--- src/design/aidba_pkg.sv ---
// Shared types, constants and helpers for the association ID bitmap allocator.
// No dependencies; imported by every module of the block.
`timescale 1ns / 1ps
`default_nettype none

package aidba_pkg;

	// Bitmap geometry
	localparam int BITMAP_WORDS = 64;
	localparam int WORD_BITS    = 32;
	localparam int BIT_IDX_W    = $clog2(WORD_BITS);
	localparam int WORD_IDX_W   = $clog2(BITMAP_WORDS);
	localparam int ID_W         = 11;
	localparam int ID_SPAN      = BITMAP_WORDS * WORD_BITS;

	// Highest identifier that may be handed out
	localparam logic [ID_W-1:0] ID_LIMIT = ID_W'(2006);

	// Request kinds
	localparam logic REQ_ALLOC   = 1'b0;
	localparam logic REQ_RELEASE = 1'b1;

	// Response status codes
	localparam logic [1:0] ST_ALLOCATED = 2'd0;
	localparam logic [1:0] ST_POOL_FULL = 2'd1;
	localparam logic [1:0] ST_RELEASED  = 2'd2;
	localparam logic [1:0] ST_IGNORED   = 2'd3;

	typedef struct packed {
		logic            req_type;
		logic [ID_W-1:0] release_id;
	} aidba_req_t;

	typedef struct packed {
		logic [ID_W-1:0] granted_id;
		logic [1:0]      status;
	} aidba_rsp_t;

	// Controller to datapath commands
	typedef struct packed {
		logic load;   // capture incoming request
		logic read;   // pick word, issue bitmap read
		logic write;  // resolve, write back, load response
	} aidba_cmd_t;

	// Index of the lowest clear bit in a word (0 if none)
	function automatic logic [BIT_IDX_W-1:0] first_zero(input logic [WORD_BITS-1:0] w);
		logic [BIT_IDX_W-1:0] idx;
		idx = '0;
		for (int i = WORD_BITS - 1; i >= 0; i--) begin
			if (!w[i]) begin
				idx = BIT_IDX_W'(i);
			end
		end
		return idx;
	endfunction

endpackage

`default_nettype wire

--- src/design/aidba_ctrl.sv ---
// Request sequencer for the ID allocator: accept, read, write-back.
// Depends on aidba_pkg.
`timescale 1ns / 1ps
`default_nettype none

module aidba_ctrl
	import aidba_pkg::*;
(
	input  wire logic       clk,
	input  wire logic       arst_n,
	input  wire logic       req_valid,
	output      logic       req_ready,
	output      logic       rsp_valid,
	input  wire logic       rsp_ready,
	output      aidba_cmd_t cmd
);

	localparam logic [1:0] S_IDLE  = 2'd0;
	localparam logic [1:0] S_READ  = 2'd1;
	localparam logic [1:0] S_WRITE = 2'd2;

	logic [1:0] state_q;
	logic       rsp_valid_q;
	logic       out_free;

	assign req_ready = (state_q == S_IDLE);
	assign rsp_valid = rsp_valid_q;
	assign out_free  = !rsp_valid_q || rsp_ready;

	// Commands
	always_comb begin
		cmd.load  = req_valid && req_ready;
		cmd.read  = (state_q == S_READ);
		cmd.write = (state_q == S_WRITE) && out_free;
	end

	// State and response valid
	always_ff @(posedge clk or negedge arst_n) begin
		if (!arst_n) begin
			state_q     <= S_IDLE;
			rsp_valid_q <= 1'b0;
		end else begin
			unique case (state_q)
				S_IDLE: begin
					if (cmd.load) state_q <= S_READ;
				end
				S_READ: begin
					state_q <= S_WRITE;
				end
				S_WRITE: begin
					if (out_free) state_q <= S_IDLE;
				end
				default: begin
					state_q <= S_IDLE;
				end
			endcase
			if (cmd.write) begin
				rsp_valid_q <= 1'b1;
			end else if (rsp_ready) begin
				rsp_valid_q <= 1'b0;
			end
		end
	end

endmodule

`default_nettype wire

--- src/design/aidba_dp.sv ---
// Datapath of the ID allocator: bitmap memory, per-word valid and full flags,
// word search and bit update, response register. Depends on aidba_pkg.
`timescale 1ns / 1ps
`default_nettype none

module aidba_dp
	import aidba_pkg::*;
(
	input  wire logic       clk,
	input  wire logic       arst_n,
	input  wire aidba_cmd_t cmd,
	input  wire aidba_req_t req,
	output      aidba_rsp_t rsp
);

	logic [WORD_BITS-1:0]  mem [BITMAP_WORDS];
	logic [BITMAP_WORDS-1:0] valid_q;
	logic [BITMAP_WORDS-1:0] full_q;

	aidba_req_t            req_q;
	logic [WORD_IDX_W-1:0] word_idx_q;
	logic                  none_q;
	logic [WORD_BITS-1:0]  rd_data_q;
	logic                  rd_valid_q;
	aidba_rsp_t            rsp_q;

	logic [WORD_IDX_W-1:0] free_word;
	logic [WORD_IDX_W-1:0] rd_addr;
	logic [WORD_BITS-1:0]  raw_word;
	logic [WORD_BITS-1:0]  id0_mask;
	logic [WORD_BITS-1:0]  eff_word;
	logic [BIT_IDX_W-1:0]  alloc_bit;
	logic [BIT_IDX_W-1:0]  rel_bit;
	logic [ID_W-1:0]       alloc_id;
	logic                  rel_bad;
	logic                  wr_en;
	logic [WORD_BITS-1:0]  wr_data;
	aidba_rsp_t            rsp_next;

	assign rsp = rsp_q;

	// Lowest word that still has a free identifier
	always_comb begin
		free_word = '0;
		for (int i = BITMAP_WORDS - 1; i >= 0; i--) begin
			if (!full_q[i]) free_word = WORD_IDX_W'(i);
		end
	end

	assign rd_addr = (req_q.req_type == REQ_ALLOC) ? free_word
		: req_q.release_id[BIT_IDX_W +: WORD_IDX_W];

	// Request capture and bitmap read
	always_ff @(posedge clk) begin
		if (cmd.load) req_q <= req;
		if (cmd.read) begin
			word_idx_q <= rd_addr;
			none_q     <= (req_q.req_type == REQ_ALLOC) && (&full_q);
			rd_data_q  <= mem[rd_addr];
			rd_valid_q <= valid_q[rd_addr];
		end
		if (wr_en) mem[word_idx_q] <= wr_data;
		if (cmd.write) rsp_q <= rsp_next;
	end

	// Identifier 0 is treated as permanently taken
	assign raw_word  = rd_valid_q ? rd_data_q : '0;
	assign id0_mask  = (word_idx_q == '0) ? WORD_BITS'(1) : '0;
	assign eff_word  = raw_word | id0_mask;
	assign alloc_bit = first_zero(eff_word);
	assign alloc_id  = ID_W'({word_idx_q, alloc_bit});
	assign rel_bit   = req_q.release_id[BIT_IDX_W-1:0];
	assign rel_bad   = (req_q.release_id == '0)
		|| ({1'b0, req_q.release_id} >= (ID_W + 1)'(ID_SPAN));

	// Resolve request and build write-back
	always_comb begin
		wr_en    = 1'b0;
		wr_data  = raw_word;
		rsp_next.granted_id = req_q.release_id;
		rsp_next.status     = ST_RELEASED;
		if (req_q.req_type == REQ_ALLOC) begin
			if (none_q || (alloc_id > ID_LIMIT)) begin
				rsp_next.granted_id = '0;
				rsp_next.status     = ST_POOL_FULL;
			end else begin
				wr_en   = cmd.write;
				wr_data = raw_word | (WORD_BITS'(1) << alloc_bit);
				rsp_next.granted_id = alloc_id;
				rsp_next.status     = ST_ALLOCATED;
			end
		end else if (rel_bad) begin
			rsp_next.status = ST_IGNORED;
		end else begin
			wr_en   = cmd.write;
			wr_data = raw_word & ~(WORD_BITS'(1) << rel_bit);
		end
	end

	// Per-word valid and full flags
	always_ff @(posedge clk or negedge arst_n) begin
		if (!arst_n) begin
			valid_q <= '0;
			full_q  <= '0;
		end else if (wr_en) begin
			valid_q[word_idx_q] <= 1'b1;
			full_q[word_idx_q]  <= &(wr_data | id0_mask);
		end
	end

endmodule

`default_nettype wire

--- src/design/association_id_bitmap_allocator_core.sv ---
// Top level of the association ID bitmap allocator.
// Depends on aidba_pkg, aidba_ctrl, aidba_dp.
//
// Channel   Dir  Handshake              Payload
// req       in   req_valid / req_ready  aidba_req_t {req_type, release_id}
// rsp       out  rsp_valid / rsp_ready  aidba_rsp_t {granted_id, status}
//
// Each request steps through accept, bitmap word read and write-back with the
// response loaded into the output register; the single-port bitmap memory
// and one request in flight set this sequence.
// Reset clears the per-word valid and full flags; no clearing pass is needed.
// A waiting response does not block acceptance of the next request; a
// stalled output holds the write-back stage until the response is taken.
`timescale 1ns / 1ps
`default_nettype none

module association_id_bitmap_allocator_core
	import aidba_pkg::*;
(
	input  wire logic       clk,
	input  wire logic       arst_n,
	input  wire logic       req_valid,
	output      logic       req_ready,
	input  wire aidba_req_t req,
	output      logic       rsp_valid,
	input  wire logic       rsp_ready,
	output      aidba_rsp_t rsp
);

	aidba_cmd_t cmd;

	aidba_ctrl u_ctrl (
		.clk       (clk),
		.arst_n    (arst_n),
		.req_valid (req_valid),
		.req_ready (req_ready),
		.rsp_valid (rsp_valid),
		.rsp_ready (rsp_ready),
		.cmd       (cmd)
	);

	aidba_dp u_dp (
		.clk    (clk),
		.arst_n (arst_n),
		.cmd    (cmd),
		.req    (req),
		.rsp    (rsp)
	);

endmodule

`default_nettype wire

--- config.mk ---
export PLATFORM = sky130hd
export DESIGN_NAME = association_id_bitmap_allocator_core
export DESIGN_NICKNAME = d
export VERILOG_FILES = /design/src/design/aidba_pkg.sv /design/src/design/aidba_ctrl.sv /design/src/design/aidba_dp.sv /design/src/design/association_id_bitmap_allocator_core.sv
export SDC_FILE = /design/constraint.sdc
export NUM_CORES = 2
export LEC_CHECK = 0
export ABC_AREA = 0
export BUFFER_PORTS_ARGS = -buffer_cell sky130_fd_sc_hd__buf_2
export CORE_MARGIN = 1.5
export CORE_UTILIZATION = 65
export CTS_CLUSTER_DIAMETER = 80
export DETAILED_ROUTE_END_ITERATION = 7
export PLACE_DENSITY = 0.81
export SETUP_SLACK_MARGIN = 0.2
export SLEW_MARGIN = 10
export SYNTH_ARGS = -nofsm -noshare
export SYNTH_HDL_FRONTEND = slang
export SYNTH_SLANG_ARGS = --single-unit
--- constraint.sdc ---
create_clock -name clk -period 13.5 [get_ports clk]
set_input_delay 0.675 -clock clk [delete_from_list [all_inputs] [get_ports clk]]
set_output_delay 0.675 -clock clk [all_outputs]
set_load 0.01 [all_outputs]
==> impl_results.md <==
* Outcome: complete, but fails checks
* Failing checks: DRC, capacitance limit, slew limit
* PnR worst setup slack at roughly 6.5 ns
* DP HPWL at 157 mm
* Cts repair resizes at 0
* Io pins at 31
* Tmin final at ~7 ns
* Clk_lat worst skew at a little under 0.9 ns
* Vias in the first global route at approximately 60000
* Final wirelength at around 290 mm
* Hold WC Path Type: in -> reg
* CP max-delay cell: nor4_1
* R2R Path End: u_dp.rd_data_q[6]
* Setup slack, reg-to-reg at 6.53 ns
* Tot GR Track Use at 0.411
* Seq/Total Area, Yosys at 0.728
* Critical Path End Type: flip-flop
* Max-Cap Viols at 1
* Setup CP Type: reg -> reg
* TritonRoute pass-1 iters at 8
* Post-Place Setup Slack at slightly below 7 ns
* Via count at 63348
* Syn-to-layout area delta at 11.0%
* Cell Count, Final, Fillers Out at 8357
* CTS H-tree depth at 4
* Share of cells above drive strength 1 at 0.118
* First-pass GRT wire length at roughly 420 mm
* Top FF cell, synth: edfxtp_1
* Synth Instances at between 6000 and 7000
* Post-route ant nets at 0
* CTS tree: done
* Final nets at 6314
* Buffers added on ports at 30
* FFs w/ async S/R, synth at 0.0584
* Reg-to-reg critical path startpoint: u_dp.req_q[11]
* Crit-path leading delay family: simple AND/OR/NAND/NOR gates
* Lkg Pwr at 35.3 nW
* RSZ-0062 raised after global routing: false
* Mapped cell area at 91600 µm²
* Largest net degree at the start of global routing at ~180
* Reg clk slew, reported paths at 0.06 ns
* Via-to-Cell Ratio at around 7.6
* Initial DRC count at between 10000 and 15000
* Hold Crit Depth at 2
* Flop pwr share at 0.503
* CTS buffer count at approximately 210
* Cell internal pwr at ~12 mW
* Worst-path maximum fanout at 120
* Starting Density at 0.656
* CTS Buffer Depth at 3
* # DRC at 1
* Setup TNS Final at 0 ns
* Min-Delay Endpoint: u_ctrl.state_q[0]
* Fillers at ~8200
* Final hold violation count at 0
* Final Max Slew Viols at 2
* Ys Warns at 0
* Reg2reg path depth at 11
* Total gr overflow at 0
* Critical Path RT at roughly 14 ns
* Slew @ Worst Pin at 1.50 ns
* Width of the die at around 380 µm
* Mapped Nets at between 6000 and 7000
* Most frequent cells in the layout: 2113 x edfxtp_1, 746 x nand2_1, 705 x a21oi_1, 587 x a22o_1, 274 x a221oi_1
* Commonest non-fill, non-tap cell in the layout: edfxtp_1
* Clock power share at 0.356
* Synth cell types at ~70
* TritonCTS Sinks at approximately 2200
* Arrival time of the worst setup path at around 7.5 ns
* Setup Skew at between 0.05 and 0.06 ns
* Sequential cell area at 66700 µm²
* Root buffer cell: clkbuf_16
* #FFs+latches synth at between 2000 and 2500
* Buf/Inv on CP at 2
* Die H at between 300 and 400 µm
* PwrDens at between 150 and 200 nW/µm²
* Crit path cell chain: a221oi_1 > nand3_1 > nand2_4 > a21o_4 > buf_4 > buf_12 > mux2i_1 > a22o_1 > o22ai_1 > nor4_1 > nand4_1
* Multi-input logic area at 23900 µm²
* Sw Pwr at roughly 4.5 mW
* Initial antenna violation count at 29
* Placed Cells incl. Taps at 7950
* Achievable frequency at roughly 140 MHz
* HP Start: req_valid
* Final Wtd Congestion at between 0.9 and 1
* Core Box Area at between 100000 and 150000 µm²
* Avg WL per Cell at roughly 35 µm
* Num rows at 137
* Combinational power share at 0.141
* Net Sw Frac at 0.272
* VDD IR-drop max at between 0.0001 and 0.00015 V
* Fin crit share at 0.516
* Avg Synthesized Cell Area at about 14 µm²
* Die ar. at ~140000 µm²
* Max_slew headroom at -0.00107
* EDFF count, synth at 2113
* Setup crit start kind: flip-flop
* CP max stage delay at between 1 and 1.5 ns
* Count of final setup violators at 0
## how the worst max path moves through the flow
stage	from	end	slack, ns	cells after the start
after detailed placement	u_dp.req_q[11]	u_dp.rd_data_q[6]	6.82	11
after global placement	u_dp.req_q[11]	u_dp.rd_data_q[27]	6.78	11
after CTS	u_dp.req_q[11]	u_dp.rd_data_q[6]	6.77	11
after floorplan	u_dp.word_idx_q[5]	u_dp.mem[0][16]	6.39	9
after global routing	u_dp.req_q[11]	u_dp.rd_data_q[26]	6.35	11
final	u_dp.req_q[11]	u_dp.rd_data_q[6]	6.53	11
## through the flow
step / util / hold WS (ns) / cell area, µm² / power (mW)
after floorplan: - / 0.379 / 91600 / 9.62
after global placement: 0.678 / 0.450 / 94700 / 10.5
after detailed placement: 0.678 / 0.452 / 94700 / 10.6
after CTS: 0.727 / 0.0232 / 102000 / 16.3
after global routing: 0.727 / 0.0397 / 102000 / 16.7
final: 0.728 / 0.0491 / 102000 / 16.4
## cell families (layout without fill, tap and decap cells)
kind of cell	Yosys count	count (layout)	share of synthesized area
other	0	11	0
buffers and inverters	496	629	0.0204
and+or+nand+nor	1263	1263	0.0622
DFF	2244	2244	0.728
AOI/OAI and AO/OA	2088	2088	0.161
muxes	246	246	0.0277
## synthesized netlist by cell type (7+ instances only)
cell | number | share of area
nor3_1 | 15 | 0.00082
o21a_1 | 7 | 0.00057
a211o_1 | 7 | 0.00067
a22o_1 | 587 | 0.056
a21oi_1 | 718 | 0.039
nand2_1 | 749 | 0.031
nand3_1 | 117 | 0.0064
buf_1 | 58 | 0.0024
o21ai_0 | 29 | 0.0016
and3_1 | 24 | 0.0016
mux2i_1 | 183 | 0.020
a21o_1 | 80 | 0.0066
nor4_1 | 39 | 0.0027
o22ai_1 | 162 | 0.011
dfrtp_1 | 131 | 0.036
nor2_1 | 103 | 0.0042
clkbuf_1 | 400 | 0.016
mux2_2 | 57 | 0.0070
inv_1 | 29 | 0.0012
nor2b_1 | 18 | 0.0012
nand4_1 | 74 | 0.0051
or2_2 | 69 | 0.0047
a22oi_1 | 16 | 0.0013
a221oi_1 | 274 | 0.026
and2_1 | 17 | 0.0012
edfxtp_1 | 2113 | 0.69
a211oi_1 | 138 | 0.011
a31oi_1 | 8 | 0.00055
a21boi_0 | 8 | 0.00066
nand2b_1 | 12 | 0.00082
## state kept, by name, summed over array words and instances (netlist names)
signal / cells
u_dp.none_q: 1
u_dp.word_idx_q: 6
u_dp.rd_valid_q: 1
u_dp.rsp: 13
u_dp.rd_data_q: 32
u_dp.valid_q: 64
u_dp.mem: 2048
u_ctrl.rsp_valid: 1
u_dp.rel_bit: 5
u_ctrl.state_q: 2
u_dp.full_q: 64
u_dp.req_q: 7
## final cells by class
type	instances	share of cell area
antenna	11	0.000271
clock buffer	275	0.0549
clock inverter	108	0.0116
inverter	31	0.00129
multi-input combinational	3597	0.235
sequential	2244	0.656
tap	1876	0.0231
timing repair buffer	215	0.0174
## timing repair
item | in CTS | in global routing
hold endpoints to repair | 74 | 0
buffers inserted | 0 | 0
endpoints found under the setup margin | 0 | 0
hold buffers | 13 | 0
## metal layers
layer / routed length, µm / GRT usage
met2: 125000 / 0.585
met3: 50500 / 0.158
met4: 22700 / 0.270
met5: 175 / 0
met1: 96300 / 0.529
## power by group through the flow
stage	registers, mW	logic, mW	clock network (mW)
2_1_floorplan	8.33	1.29	0
3_3_place_gp	8.37	2.12	0
5_1_grt	8.24	2.37	6.10
6_report	8.25	2.31	5.84
3_5_place_dp	8.38	2.18	0
4_1_cts	8.23	2.20	5.83
Power figures use the tool's default switching activity.
